`src/rtl/cnfp_pkg.sv`:
```
`timescale 1ns / 1ps
`default_nettype none
// ----------------------------------------------------------------------------
// cnfp_pkg
// Shared types and codes of the CNF token stream parser: token kinds, event
// and error codes, beat structs and the clause buffer geometry.
// ----------------------------------------------------------------------------
package cnfp_pkg;

    localparam int MAX_LITS  = 32;
    localparam int LIT_IDX_W = (MAX_LITS > 1) ? $clog2(MAX_LITS) : 1;
    localparam int LIT_CNT_W = $clog2(MAX_LITS + 1);

    localparam logic [2:0] TOK_COMMENT  = 3'd0;
    localparam logic [2:0] TOK_P        = 3'd1;
    localparam logic [2:0] TOK_NUM      = 3'd2;
    localparam logic [2:0] TOK_ZERO     = 3'd3;
    localparam logic [2:0] TOK_NEWLINE  = 3'd4;
    localparam logic [2:0] TOK_EOF      = 3'd5;
    localparam logic [2:0] TOK_SCAN_ERR = 3'd6;
    localparam logic [2:0] TOK_UNUSED   = 3'd7;

    localparam logic [1:0] EVT_HEADER  = 2'd0;
    localparam logic [1:0] EVT_LITERAL = 2'd1;
    localparam logic [1:0] EVT_DONE    = 2'd2;
    localparam logic [1:0] EVT_ERROR   = 2'd3;

    localparam logic [2:0] ERR_SCANNER     = 3'd0;
    localparam logic [2:0] ERR_DUP_HEADER  = 3'd1;
    localparam logic [2:0] ERR_NO_HEADER   = 3'd2;
    localparam logic [2:0] ERR_HDR_SYNTAX  = 3'd3;
    localparam logic [2:0] ERR_CLS_SYNTAX  = 3'd4;
    localparam logic [2:0] ERR_CLS_TOO_LONG = 3'd5;

    typedef struct packed {
        logic [2:0]         token_kind;
        logic signed [31:0] token_value;
    } cnfp_tok_t;

    typedef struct packed {
        logic [1:0]         event_res;
        logic signed [31:0] literal;
        logic               last_literal;
        logic [30:0]        declared_vars;
        logic [30:0]        declared_clauses;
        logic [31:0]        clauses_seen;
        logic [30:0]        largest_var;
        logic [2:0]         error_code;
        logic               warn_vars_exceeded;
        logic               warn_fewer_clauses;
        logic               warn_more_clauses;
    } cnfp_evt_t;

    typedef struct packed {
        logic                 en;
        logic [LIT_IDX_W-1:0] addr;
        logic signed [31:0]   data;
    } cnfp_wr_t;

endpackage
`default_nettype wire

```
`src/rtl/cnfp_lit_store.sv`:
```
`timescale 1ns / 1ps
`default_nettype none
// ----------------------------------------------------------------------------
// cnfp_lit_store
// Clause literal buffer: one write port, one read port, registered read data.
// ----------------------------------------------------------------------------
module cnfp_lit_store (
    input  logic                            clk,
    input  cnfp_pkg::cnfp_wr_t              wr,
    input  logic [cnfp_pkg::LIT_IDX_W-1:0]  rd_addr,
    output logic signed [31:0]              rd_data
);
    import cnfp_pkg::*;

    logic signed [31:0] mem [MAX_LITS];
    logic signed [31:0] rd_data_reg;

    always_ff @(posedge clk)
    begin
        if (wr.en)
        begin
            mem[wr.addr] <= wr.data;
        end
        rd_data_reg <= mem[rd_addr];
    end

    assign rd_data = rd_data_reg;

endmodule
`default_nettype wire

```
`src/rtl/cnfp_parse.sv`:
```
`timescale 1ns / 1ps
`default_nettype none
// ----------------------------------------------------------------------------
// cnfp_parse
// Token sequencer: header checks, clause bookkeeping, readout of the literal
// buffer and the event output register.
// ----------------------------------------------------------------------------
module cnfp_parse (
    input  logic                            clk,
    input  logic                            rst_n,
    input  logic                            tok_valid,
    output logic                            tok_stall,
    input  cnfp_pkg::cnfp_tok_t             tok,
    output logic                            evt_valid,
    input  logic                            evt_stall,
    output cnfp_pkg::cnfp_evt_t             evt,
    output cnfp_pkg::cnfp_wr_t              lit_wr,
    output logic [cnfp_pkg::LIT_IDX_W-1:0]  lit_rd_addr,
    input  logic signed [31:0]              lit_rd_data
);
    import cnfp_pkg::*;

    typedef enum logic [2:0] {
        PH_INIT, PH_P1, PH_P2, PH_P3, PH_B1, PH_B2, PH_B3, PH_DONE
    } phase_t;

    typedef enum logic [1:0] {
        CTL_IDLE, CTL_EMIT, CTL_DONE
    } ctl_t;

    phase_t                 phase_reg, phase_next;
    ctl_t                   ctl_reg, ctl_next;
    logic [30:0]            hdr_vars_reg, hdr_vars_next;
    logic [30:0]            hdr_clauses_reg, hdr_clauses_next;
    logic [30:0]            max_var_reg, max_var_next;
    logic [31:0]            clause_total_reg, clause_total_next;
    logic [LIT_CNT_W-1:0]   lit_count_reg, lit_count_next;
    logic [LIT_CNT_W-1:0]   emit_idx_reg, emit_idx_next;
    logic                   done_pend_reg, done_pend_next;
    logic                   evt_valid_reg, evt_valid_next;
    cnfp_evt_t              evt_reg, evt_next;

    logic                   out_free;
    logic                   tok_acc;
    logic [31:0]            tok_u;
    logic [31:0]            tok_mag32;
    logic [30:0]            tok_mag;
    logic                   emit_last;
    logic                   evt_ld;
    cnfp_evt_t              evt_new;
    cnfp_evt_t              done_evt;
    logic                   err_hit;
    logic [2:0]             err_code;
    logic                   close_cls;

    assign out_free  = !evt_valid_reg || !evt_stall;
    assign tok_stall = !((ctl_reg == CTL_IDLE) && out_free);
    assign tok_acc   = tok_valid && !tok_stall;

    // magnitude, most negative value clamps to the 31-bit maximum
    assign tok_u     = tok.token_value;
    assign tok_mag32 = tok_u[31] ? (32'd0 - tok_u) : tok_u;
    assign tok_mag   = tok_mag32[31] ? 31'h7FFF_FFFF : tok_mag32[30:0];

    assign emit_last = (emit_idx_reg + LIT_CNT_W'(1)) == lit_count_reg;

    always_comb
    begin
        done_evt                    = '0;
        done_evt.event_res          = EVT_DONE;
        done_evt.declared_vars      = hdr_vars_reg;
        done_evt.declared_clauses   = hdr_clauses_reg;
        done_evt.clauses_seen       = clause_total_reg;
        done_evt.largest_var        = max_var_reg;
        done_evt.warn_vars_exceeded = hdr_vars_reg < max_var_reg;
        done_evt.warn_fewer_clauses = {1'b0, hdr_clauses_reg} > clause_total_reg;
        done_evt.warn_more_clauses  = {1'b0, hdr_clauses_reg} < clause_total_reg;
    end

    always_comb
    begin
        phase_next        = phase_reg;
        ctl_next          = ctl_reg;
        hdr_vars_next     = hdr_vars_reg;
        hdr_clauses_next  = hdr_clauses_reg;
        max_var_next      = max_var_reg;
        clause_total_next = clause_total_reg;
        lit_count_next    = lit_count_reg;
        emit_idx_next     = emit_idx_reg;
        done_pend_next    = done_pend_reg;
        evt_ld            = 1'b0;
        evt_new           = '0;
        err_hit           = 1'b0;
        err_code          = ERR_SCANNER;
        close_cls         = 1'b0;
        lit_wr            = '0;
        lit_wr.addr       = lit_count_reg[LIT_IDX_W-1:0];
        lit_wr.data       = tok.token_value;

        case (ctl_reg)
            CTL_IDLE:
            begin
                if (tok_acc && (phase_reg != PH_DONE))
                begin
                    if (tok.token_kind inside {TOK_SCAN_ERR, TOK_UNUSED})
                    begin
                        err_hit  = 1'b1;
                        err_code = ERR_SCANNER;
                    end
                    else if (tok.token_kind != TOK_COMMENT)
                    begin
                        case (phase_reg)
                            PH_INIT:
                            begin
                                if (tok.token_kind == TOK_P)
                                begin
                                    phase_next = PH_P1;
                                end
                                else if (tok.token_kind == TOK_EOF)
                                begin
                                    err_hit  = 1'b1;
                                    err_code = ERR_NO_HEADER;
                                end
                            end
                            PH_P1, PH_P2:
                            begin
                                if ((tok.token_kind != TOK_NUM) || tok_u[31])
                                begin
                                    err_hit  = 1'b1;
                                    err_code = ERR_HDR_SYNTAX;
                                end
                                else if (phase_reg == PH_P1)
                                begin
                                    hdr_vars_next = tok_u[30:0];
                                    phase_next    = PH_P2;
                                end
                                else
                                begin
                                    hdr_clauses_next = tok_u[30:0];
                                    phase_next       = PH_P3;
                                end
                            end
                            PH_P3:
                            begin
                                if (tok.token_kind != TOK_NEWLINE)
                                begin
                                    err_hit  = 1'b1;
                                    err_code = ERR_HDR_SYNTAX;
                                end
                                else
                                begin
                                    evt_ld                   = 1'b1;
                                    evt_new.event_res        = EVT_HEADER;
                                    evt_new.declared_vars    = hdr_vars_reg;
                                    evt_new.declared_clauses = hdr_clauses_reg;
                                    phase_next               = PH_B1;
                                end
                            end
                            PH_B1:
                            begin
                                case (tok.token_kind)
                                    TOK_P:
                                    begin
                                        err_hit  = 1'b1;
                                        err_code = ERR_DUP_HEADER;
                                    end
                                    TOK_EOF:
                                    begin
                                        evt_ld     = 1'b1;
                                        evt_new    = done_evt;
                                        phase_next = PH_DONE;
                                    end
                                    TOK_NEWLINE:
                                    begin
                                    end
                                    TOK_NUM:
                                    begin
                                        lit_wr.en      = 1'b1;
                                        lit_count_next = LIT_CNT_W'(1);
                                        if (tok_mag > max_var_reg)
                                        begin
                                            max_var_next = tok_mag;
                                        end
                                        phase_next = PH_B2;
                                    end
                                    default:
                                    begin
                                        err_hit  = 1'b1;
                                        err_code = ERR_CLS_SYNTAX;
                                    end
                                endcase
                            end
                            PH_B2:
                            begin
                                case (tok.token_kind)
                                    TOK_ZERO:
                                    begin
                                        phase_next = PH_B3;
                                    end
                                    TOK_NEWLINE:
                                    begin
                                    end
                                    TOK_NUM:
                                    begin
                                        if (lit_count_reg >= LIT_CNT_W'(MAX_LITS))
                                        begin
                                            err_hit  = 1'b1;
                                            err_code = ERR_CLS_TOO_LONG;
                                        end
                                        else
                                        begin
                                            lit_wr.en      = 1'b1;
                                            lit_count_next = lit_count_reg + LIT_CNT_W'(1);
                                            if (tok_mag > max_var_reg)
                                            begin
                                                max_var_next = tok_mag;
                                            end
                                        end
                                    end
                                    default:
                                    begin
                                        err_hit  = 1'b1;
                                        err_code = ERR_CLS_SYNTAX;
                                    end
                                endcase
                            end
                            PH_B3:
                            begin
                                if (tok.token_kind == TOK_NEWLINE)
                                begin
                                    close_cls  = 1'b1;
                                    phase_next = PH_B1;
                                end
                                else if (tok.token_kind == TOK_EOF)
                                begin
                                    close_cls      = 1'b1;
                                    done_pend_next = 1'b1;
                                    phase_next     = PH_DONE;
                                end
                                else
                                begin
                                    err_hit  = 1'b1;
                                    err_code = ERR_CLS_SYNTAX;
                                end
                            end
                            default:
                            begin
                            end
                        endcase
                    end
                end
            end
            CTL_EMIT:
            begin
                if (out_free)
                begin
                    evt_ld               = 1'b1;
                    evt_new.event_res    = EVT_LITERAL;
                    evt_new.literal      = lit_rd_data;
                    evt_new.last_literal = emit_last;
                    emit_idx_next        = emit_idx_reg + LIT_CNT_W'(1);
                    if (emit_last)
                    begin
                        lit_count_next = '0;
                        ctl_next       = done_pend_reg ? CTL_DONE : CTL_IDLE;
                    end
                end
            end
            CTL_DONE:
            begin
                if (out_free)
                begin
                    evt_ld         = 1'b1;
                    evt_new        = done_evt;
                    done_pend_next = 1'b0;
                    ctl_next       = CTL_IDLE;
                end
            end
            default:
            begin
                ctl_next = CTL_IDLE;
            end
        endcase

        if (close_cls)
        begin
            if (clause_total_reg != 32'hFFFF_FFFF)
            begin
                clause_total_next = clause_total_reg + 32'd1;
            end
            emit_idx_next = '0;
            ctl_next      = CTL_EMIT;
        end

        if (err_hit)
        begin
            evt_ld             = 1'b1;
            evt_new            = '0;
            evt_new.event_res  = EVT_ERROR;
            evt_new.error_code = err_code;
            phase_next         = PH_DONE;
        end

        evt_valid_next = evt_ld ? 1'b1 : (evt_valid_reg && evt_stall);
        evt_next       = evt_ld ? evt_new : evt_reg;
    end

    // during a readout, read data shows the entry at emit_idx_reg
    assign lit_rd_addr = emit_idx_next[LIT_IDX_W-1:0];

    always_ff @(posedge clk or negedge rst_n)
    begin
        if (!rst_n)
        begin
            phase_reg        <= PH_INIT;
            ctl_reg          <= CTL_IDLE;
            hdr_vars_reg     <= '0;
            hdr_clauses_reg  <= '0;
            max_var_reg      <= '0;
            clause_total_reg <= '0;
            lit_count_reg    <= '0;
            emit_idx_reg     <= '0;
            done_pend_reg    <= 1'b0;
            evt_valid_reg    <= 1'b0;
            evt_reg          <= '0;
        end
        else
        begin
            phase_reg        <= phase_next;
            ctl_reg          <= ctl_next;
            hdr_vars_reg     <= hdr_vars_next;
            hdr_clauses_reg  <= hdr_clauses_next;
            max_var_reg      <= max_var_next;
            clause_total_reg <= clause_total_next;
            lit_count_reg    <= lit_count_next;
            emit_idx_reg     <= emit_idx_next;
            done_pend_reg    <= done_pend_next;
            evt_valid_reg    <= evt_valid_next;
            evt_reg          <= evt_next;
        end
    end

    assign evt_valid = evt_valid_reg;
    assign evt       = evt_reg;

endmodule
`default_nettype wire

```
`src/rtl/cnf_token_stream_parser.sv`:
```
`timescale 1ns / 1ps
`default_nettype none
// ----------------------------------------------------------------------------
// cnf_token_stream_parser
// DIMACS CNF parser working on a stream of scanned tokens.
//
// Token channel (tok_valid / tok_stall / tok): one scanned token per beat.
// Event channel (evt_valid / evt_stall / evt): header, clause literal, done
// and error events. A beat moves when valid is high and stall is low.
// Header and error events, and a done event on end of file outside a clause,
// appear in the cycle after the token that causes them. Number tokens are
// written to the literal buffer as they are taken. The token that closes a
// clause starts a readout of the buffer: the first literal beat passes the
// buffer read register and then the event register, then one literal per
// cycle follows while the event side takes them, and on end of file a done
// beat after the last literal. Tokens are not taken during a readout.
// A single event register sits between the channels: a token is taken while
// an event waits, as long as that event leaves in the same cycle.
// While an event beat is held by evt_stall, the event register holds and
// tok_stall rises.
// Reset puts the parser back to waiting for the header with all counts
// zero. After a done or error event all tokens are taken and dropped until
// the next reset.
// ----------------------------------------------------------------------------
module cnf_token_stream_parser (
    input  logic                   clk,
    input  logic                   rst_n,
    input  logic                   tok_valid,
    output logic                   tok_stall,
    input  cnfp_pkg::cnfp_tok_t    tok,
    output logic                   evt_valid,
    input  logic                   evt_stall,
    output cnfp_pkg::cnfp_evt_t    evt
);
    import cnfp_pkg::*;

    cnfp_wr_t               lit_wr;
    logic [LIT_IDX_W-1:0]   lit_rd_addr;
    logic signed [31:0]     lit_rd_data;

    cnfp_parse u_parse (
        .clk         (clk),
        .rst_n       (rst_n),
        .tok_valid   (tok_valid),
        .tok_stall   (tok_stall),
        .tok         (tok),
        .evt_valid   (evt_valid),
        .evt_stall   (evt_stall),
        .evt         (evt),
        .lit_wr      (lit_wr),
        .lit_rd_addr (lit_rd_addr),
        .lit_rd_data (lit_rd_data)
    );

    cnfp_lit_store u_lit_store (
        .clk     (clk),
        .wr      (lit_wr),
        .rd_addr (lit_rd_addr),
        .rd_data (lit_rd_data)
    );

endmodule
`default_nettype wire

```
`config.mk`:
```
export PLATFORM = sky130hd
export DESIGN_NAME = cnf_token_stream_parser
export DESIGN_NICKNAME = d
export VERILOG_FILES = /design/src/rtl/cnfp_pkg.sv /design/src/rtl/cnfp_lit_store.sv /design/src/rtl/cnfp_parse.sv /design/src/rtl/cnf_token_stream_parser.sv
export SDC_FILE = /design/constraint.sdc
export NUM_CORES = 2
export LEC_CHECK = 0
export ABC_CLOCK_PERIOD_IN_PS = 7310
export BUFFER_PORTS_ARGS = -buffer_cell sky130_fd_sc_hd__buf_2
export CAP_MARGIN = 0
export CORE_ASPECT_RATIO = 1.1
export CORE_MARGIN = 3
export CORE_UTILIZATION = 62
export CTS_CLUSTER_DIAMETER = 120
export DETAILED_ROUTE_END_ITERATION = 8
export PLACE_DENSITY_LB_ADDON = 0.15
export SETUP_SLACK_MARGIN = 0.1
export SKIP_LAST_GASP = 1
export SLEW_MARGIN = 20
export SYNTH_ARGS = -nofsm -noshare
export SYNTH_HDL_FRONTEND = slang
export SYNTH_SLANG_ARGS = --single-unit
```
`constraint.sdc`:
```
create_clock -name clk -period 7.31 [get_ports clk]
set_input_delay 0 -clock clk [delete_from_list [all_inputs] [get_ports clk]]
set_output_delay 0 -clock clk [all_outputs]
set_load 0.05 [all_outputs]
```
# Yosys cells after proc, flatten, opt, wreduce, memory -nomap -nowiden

Memory sizes are Yosys's and may differ from the RTL's. A register that Yosys moved wholly into a read port is not among the register bits.
Cells that the tools add are included.

Register bits: 310
RAM bits: 1024
Input bits: 39
Output and inout port bits: 168
Word-level logic and storage cells: 232
Memories kept: 1

$add $sub $neg: 4
Magnitude comparators: 5
Equal/unequal tests: 47
Mux-type cells: 115
Bitwise gates (word level): 3
Reductions and logical operators: 35

Memory list:

| name            | words | bits a word | read ports | clocked after Yosys merged registers in | write ports | RTL line             | source |
|---|---|---|---|---|---|---|---|
| u_lit_store.mem | 32    | 32          | 1          | 1                                       | 1           | cnfp_lit_store.sv:15 | `logic signed [31:0] mem [MAX_LITS];` |

Operator list:

| kind                  | number |
|---|---|
| $mux 166              | 6 |
| $pmux 131 s2          | 1 |
| $mux 31               | 5 |
| $pmux 62 s2           | 1 |
| $pmux 35 s3           | 1 |
| $mux 69               | 1 |
| $mux 6                | 11 |
| $mux 62               | 1 |
| $pmux 31 s2           | 1 |
| $mux 3                | 19 |
| $mux 1                | 42 |
| $pmux 3 s6            | 2 |
| $mux 34               | 1 |
| $mux 33               | 1 |
| $add 32x1->32 const B | 1 |
| $gt 31x32->1          | 1 |
| $lt 31x32->1          | 1 |
| $mux 32               | 1 |
| $ne 32x32->1 const B  | 1 |
| $sub 1x32->32 const A | 1 |
| $gt 31x31->1          | 1 |
| $lt 31x31->1          | 1 |
| $pmux 6 s2            | 2 |
| $eq 3x3->1 const B    | 7 |
| other kinds (35)      | 99 |

# Logic depth before layout (Yosys ltp)

Depth after elaboration: 10
Mapped depth: 18

# By module

Synthesis repeated with hierarchy kept, for this count alone.

Cells, all modules: 3727
Area, all modules: 56407.8 um2

Modules (own cells, without submodules):

| module         | times used | cells each | area an instance (um2) | sequential area each (um2) |
|---|---|---|---|---|
| cnfp_lit_store | 1          | 2260       | 40492.6                | 31390.1 |
| cnfp_parse     | 1          | 1467       | 15915.3                | 7757.4 |

# Worst setup path before layout

No wires, ideal clock.

Kind: register to register
From: register u_parse.ctl_reg[1]
To: memory u_lit_store.mem[15][0] (enable)
Data arrival time: 3.618 ns
Setup slack: 3.271 ns
Cell stages (with the launch flop): 9
Period minus slack after synthesis: 4.039 ns
Cell sequence: dfrtp_1 inv_1 ha_1 clkbuf_2 a21boi_2 nand2_1 a2111oi_1 nand2_1 nor2_1

Word-level cells in the longest chain between the ends: 8

RTL lines:

| item                             | RTL line                            | source |
|---|---|---|
| from (decl)                      | cnfp_parse.sv:32                    | `ctl_t ctl_reg, ctl_next;` |
| from (signal assigned)           | cnfp_parse.sv:330                   | `ctl_reg <= ctl_next;` |
| $logic_not 2->1 (*)              | cnfp_parse.sv:57, cnfp_parse.sv:100 |  |
| $logic_and 1x1->1                | cnfp_parse.sv:57                    | `assign tok_stall = !((ctl_reg == CTL_IDLE) && out_free);` |
| $logic_and 1x1->1                | cnfp_parse.sv:58                    | `assign tok_acc = tok_valid && !tok_stall;` |
| $logic_and 1x1->1                | cnfp_parse.sv:103                   | `if (tok_acc && (phase_reg != PH_DONE))` |
| $mux 1                           | cnfp_parse.sv:103                   |  |
| $mux 1 (*)                       | cnfp_parse.sv:100                   | `case (ctl_reg)` |
| $mux 1 (*)                       | cnfp_lit_store.sv:20                | `if (wr.en)` |
| $mux 1 (not written as such) (*) | cnfp_lit_store.sv:22                | `mem[wr.addr] <= wr.data;` |
| to (decl)                        | cnfp_lit_store.sv:15                |  |

Mark *: on every way between the ends. The rest lies on a longest branch, timed or not.

# Worst setup path in the final report

From: input port tok[3] in the netlist's numbering
To: register u_parse.max_var_reg[26]

Word-level cells in the longest chain between the ends: 8
Elaborated cells between the ends (all ways): 9
Those cells by class: 1 x add/sub; 1 x order compare; 7 x mux

RTL lines:

| item                          | RTL line                             | source |
|---|---|---|
| from (decl)                   | cnf_token_stream_parser.sv:30        | `input cnfp_pkg::cnfp_tok_t tok,` |
| $sub 1x32->32 (*)             | cnfp_parse.sv:62                     | `assign tok_mag32 = tok_u[31] ? (32'd0 - tok_u) : tok_u;` |
| $mux 32 (*)                   | cnfp_parse.sv:62                     |  |
| $mux 31 (*)                   | cnfp_parse.sv:63                     | `assign tok_mag = tok_mag32[31] ? 31'h7FFF_FFFF : tok_mag32[30:0];` |
| named net u_parse.tok_mag[12] | cnfp_parse.sv:47                     | `logic [30:0] tok_mag;` |
| $gt 31x31->1 (*)              | cnfp_parse.sv:180, cnfp_parse.sv:214 |  |
| $mux 31 (*)                   | cnfp_parse.sv:180, cnfp_parse.sv:214 |  |
| $mux 31                       | cnfp_parse.sv:205                    | `if (lit_count_reg >= LIT_CNT_W'(MAX_LITS))` |
| $mux 31                       | cnfp_parse.sv:195                    | `case (tok.token_kind)` |
| $pmux 31 s2 (*)               | cnfp_parse.sv:112                    | `case (phase_reg)` |
| to (signal assigned)          | cnfp_parse.sv:333                    | `max_var_reg <= max_var_next;` |
| to (decl)                     | cnfp_parse.sv:35                     | `logic [30:0] max_var_reg, max_var_next;` |

Mark *: on every way through the listed nets, which the timed path passes. The rest lies on a longest branch. The select of a mux whose other input is x is not followed.
A chain may end at the register's enable or synchronous reset.

==> impl_metrics.json <==
{
  "status": "complete, no violations",
  "crit_path_end_kind": "flip-flop",
  "yosysUniqueCellTypes": 81,
  "num_rows": 115,
  "p_sw_mw": 8.30,
  "worst-endpoint-arrival_ns": 6.58,
  "ys_warn_count": 0,
  "fin_cells": 5389,
  "final_common_cell": "edfxtp_1",
  "place_inst": 5093,
  "grt_pass1_wl_mm": 244,
  "clk_pin_slew_ns": 0.06,
  "power_leakage_nw": 23.7,
  "crit_chain": "dlygate4sd3_1 -> buf_2 -> or3_1 -> or4_1 -> o21ai_0 -> xor2_1 -> nand2_1 -> ha_1 -> nand4_1 -> nor2_1 -> o2111ai_1 -> a31oi_1 -> o211a_1 -> buf_4 -> mux2_2",
  "timing.rr.start": "u_parse.ctl_reg[1]",
  "worstMarginPinSlew_ns": 1.14,
  "synth-edff-count": 1024,
  "min_to": "u_lit_store.mem[20][7]",
  "antenna_found_initial": 8,
  "worstReg2RegEnd": "u_lit_store.rd_data[8]",
  "hold_violations": 0,
  "cp.depth": 15,
  "clock.fmax_mhz": 168,
  "grt_pass1_vias": 36000,
  "viasPerCell": 6.89,
  "p_sw_share_pct": 35.9,
  "filler_cell_count": 5923,
  "crit_family": "simple AND/OR/NAND/NOR gates",
  "hpwl_mm": 95.4,
  "synth_area_per_cell_sq_um": 14.5,
  "crit_fanout": 38,
  "max_stage_delay_ns": 0.94,
  "syn_nets": 4016,
  "synthCells": 3874,
  "ys_ff_latch": 1366,
  "seqPwrFrac_pct": 39.3,
  "numCtsBuffers": 134,
  "pwr-share-comb_pct": 31.1,
  "min_path_cells": 2,
  "gr-usage-all-layers_pct": 35.7,
  "ant_nets": 0,
  "die_area_sq_um": 94000,
  "grt_overflow": 0,
  "grt_setup_unrepaired": "no",
  "rrSetupSlack_ns": 2.27,
  "cts_tree": "yes",
  "clock_path_buffers": 3,
  "die_h_microns": 321,
  "fin_skew_ns": 0.0299,
  "power.internal_mw": 14.8,
  "seq_area_frac_synth_pct": 69.9,
  "worst-path-buf-inv": 3,
  "ff2ff_path_depth": 12,
  "largest_reg_flops": 1024,
  "power.total_mw": 23.1,
  "critPathKind": "input port to flip-flop",
  "cts_max_level": 4,
  "drive_gt1_share_pct": 16.8,
  "setup_viol_count_final": 0,
  "numClockSinks": 1366,
  "wl_per_cell_microns": 31.1,
  "synth_top_area_share_pct": 54.9,
  "vdd_drop_max_mv": 0.530,
  "clock_latency_ns": 0.76,
  "start_kind": "input port",
  "io_pins": 207,
  "grt_start_max_net_pins": 160,
  "io_buffers": 206,
  "timing.final.ws_setup_ns": 1.36,
  "p_clk_share_pct": 29.7,
  "cp.required_ns": 7.94,
  "initial_utilization_pct": 62.6,
  "maxSlewHeadroom_pct": 23.7,
  "core_area_sq_um": 89500,
  "root_buffer": "clkbuf_16",
  "async_flop_share_pct": 22.7,
  "firstDrtPassIters": 6,
  "synth.area.top_cells": "edfxtp_1 (55%), dfrtp_1 (14%), mux2i_1 (3.5%)",
  "slew_violations": 0,
  "dp_slack_ns": 1.35,
  "critical-path-slowest-cell": "xor2_1",
  "setup_tns_ns": 0,
  "drtIter0Drc": 5055,
  "drc": 0,
  "hp-start": "tok[7]",
  "whs_ns": 0.0314,
  "hp-class": "input port to flip-flop",
  "vias": 37100,
  "nNetsFinal": 4245,
  "p_per_area_nw_per_um2": 364,
  "drt_wl_total_mm": 167,
  "die_x_microns": 293,
  "maxCapViolations": 0,
  "fin_crit_sh_pct": 81.4,
  "synth_ff_type": "edfxtp_1",
  "gp_congestion": 0.896,
  "synth_top_cell_by_area": "edfxtp_1",
  "synthToLayoutAreaGrowth_pct": 13.3,
  "finalCriticalPeriod_ns": 5.95,
  "final_cell_mix": "edfxtp_1 (1024), nand2_1 (407), dfrtp_1 (310)",
  "synth_area_sq_um": 56000
}
power groups by stage:
stage               logic, mW  registers [mW]  clock network (mW)
floorplan                4.58            9.25                   0
global placement         6.90            9.22                   0
detailed placement       7.00            9.22                   0
CTS                      7.06            9.07                6.88
global route             7.58            9.09                7.21
finish                   7.17            9.07                6.85
per-stage QoR:
| stage | utilization [%] | cell area (sq um) |
|---|---|---|
| after floorplan | - | 56000 |
| after global placement | 65.4 | 58500 |
| after detailed placement | 65.5 | 58600 |
| after CTS | 70.9 | 63400 |
| after global routing | 70.9 | 63400 |
| final | 70.9 | 63500 |
layout make-up:
type | instances | area [sq um] | area share, %
clock buffers | 189 | 3750 | 5.91
well taps | 1170 | 1460 | 2.31
inverters | 114 | 435 | 0.686
multi-input cells | 2137 | 15600 | 24.6
clock inverters | 59 | 632 | 0.996
flip-flops and latches | 1366 | 39100 | 61.7
repair buffers | 350 | 2370 | 3.74
diodes | 4 | 10.0 | 0.0158
worst register-to-register path, stage by stage, from the launching register on:
cell and delay, ns:
dfrtp_1 0.40, inv_1 0.12, ha_1 0.25, a21bo_2 0.38
or3_2 0.78, a21o_4 0.38, buf_12 0.22, buf_4 0.87
o221a_2 0.40, a2111oi_0 0.74, buf_4 0.25, a31oi_1 0.06
nand3_1 0.11
routing by layer:
| metal | share of wire (%) | wire, microns | GRT usage, % |
|---|---|---|---|
| met4 | 5.3 | 8870 | 17.5 |
| met3 | 12 | 20000 | 8.73 |
| met2 | 46 | 77600 | 55.6 |
| met1 | 36 | 60900 | 47.8 |
| met5 | 0.029 | 49 | 0 |
Yosys cell counts (6+ instances only):
library cell  number
edfxtp_1        1024
xnor2_1           34
nor2_1            84
buf_4              9
nor2b_1           12
and2_1             7
a211o_1            6
a22o_1           157
o211ai_1         134
and3_1            10
mux2i_1          196
clkbuf_1         145
o41ai_1            6
o221a_2           32
or3_1              9
a31oi_1           39
a21oi_1           71
buf_6             14
a21o_1            15
o221ai_1          96
o21ai_0           45
buf_1             33
nor4_1             8
a211oi_1          75
dfrtp_1          310
dfxtp_1           32
xor2_1            27
o31ai_1            9
or4_1              7
nand2_1          408
mux2_2            91
buf_2             55
nand4_1           91
inv_1            113
ha_1             103
and4_1             6
nand2b_1           9
nor3_1            21
nand3_1          191
a2111oi_0         35
or2_2              6
a32oi_1           33
how the worst max path moves through the flow:
stage                     slack, ns                      end                from
after floorplan                3.27   u_lit_store.mem[15][0]  u_parse.ctl_reg[1]
after global placement         1.26  u_parse.max_var_reg[27]              tok[3]
after detailed placement       1.35  u_parse.max_var_reg[26]              tok[3]
after CTS                      1.56  u_parse.max_var_reg[26]              tok[3]
after global routing           1.34  u_parse.max_var_reg[18]              tok[6]
final                          1.36  u_parse.max_var_reg[26]              tok[3]
logic make-up (layout without fill, tap and decap cells):
family	after synthesis	in the layout	synth area share, %
flops	1366	1366	69.9
simple gates	893	893	7.51
compound gates	792	792	11.2
buf+inv	371	712	2.86
mux	287	287	5.33
fa+ha+maj	103	103	2.30
xor+xnor	62	62	0.983
other cells	0	4	0
repair_timing:
action                                  4_1_cts  5_1_grt
hold buffers                                 43        0
endpoints found under the setup margin        0        0
gates resized for setup                       0        0
endpoints found under the hold margin      1049        0
setup buffers                                 0        0
Power figures use the tool's default switching activity.
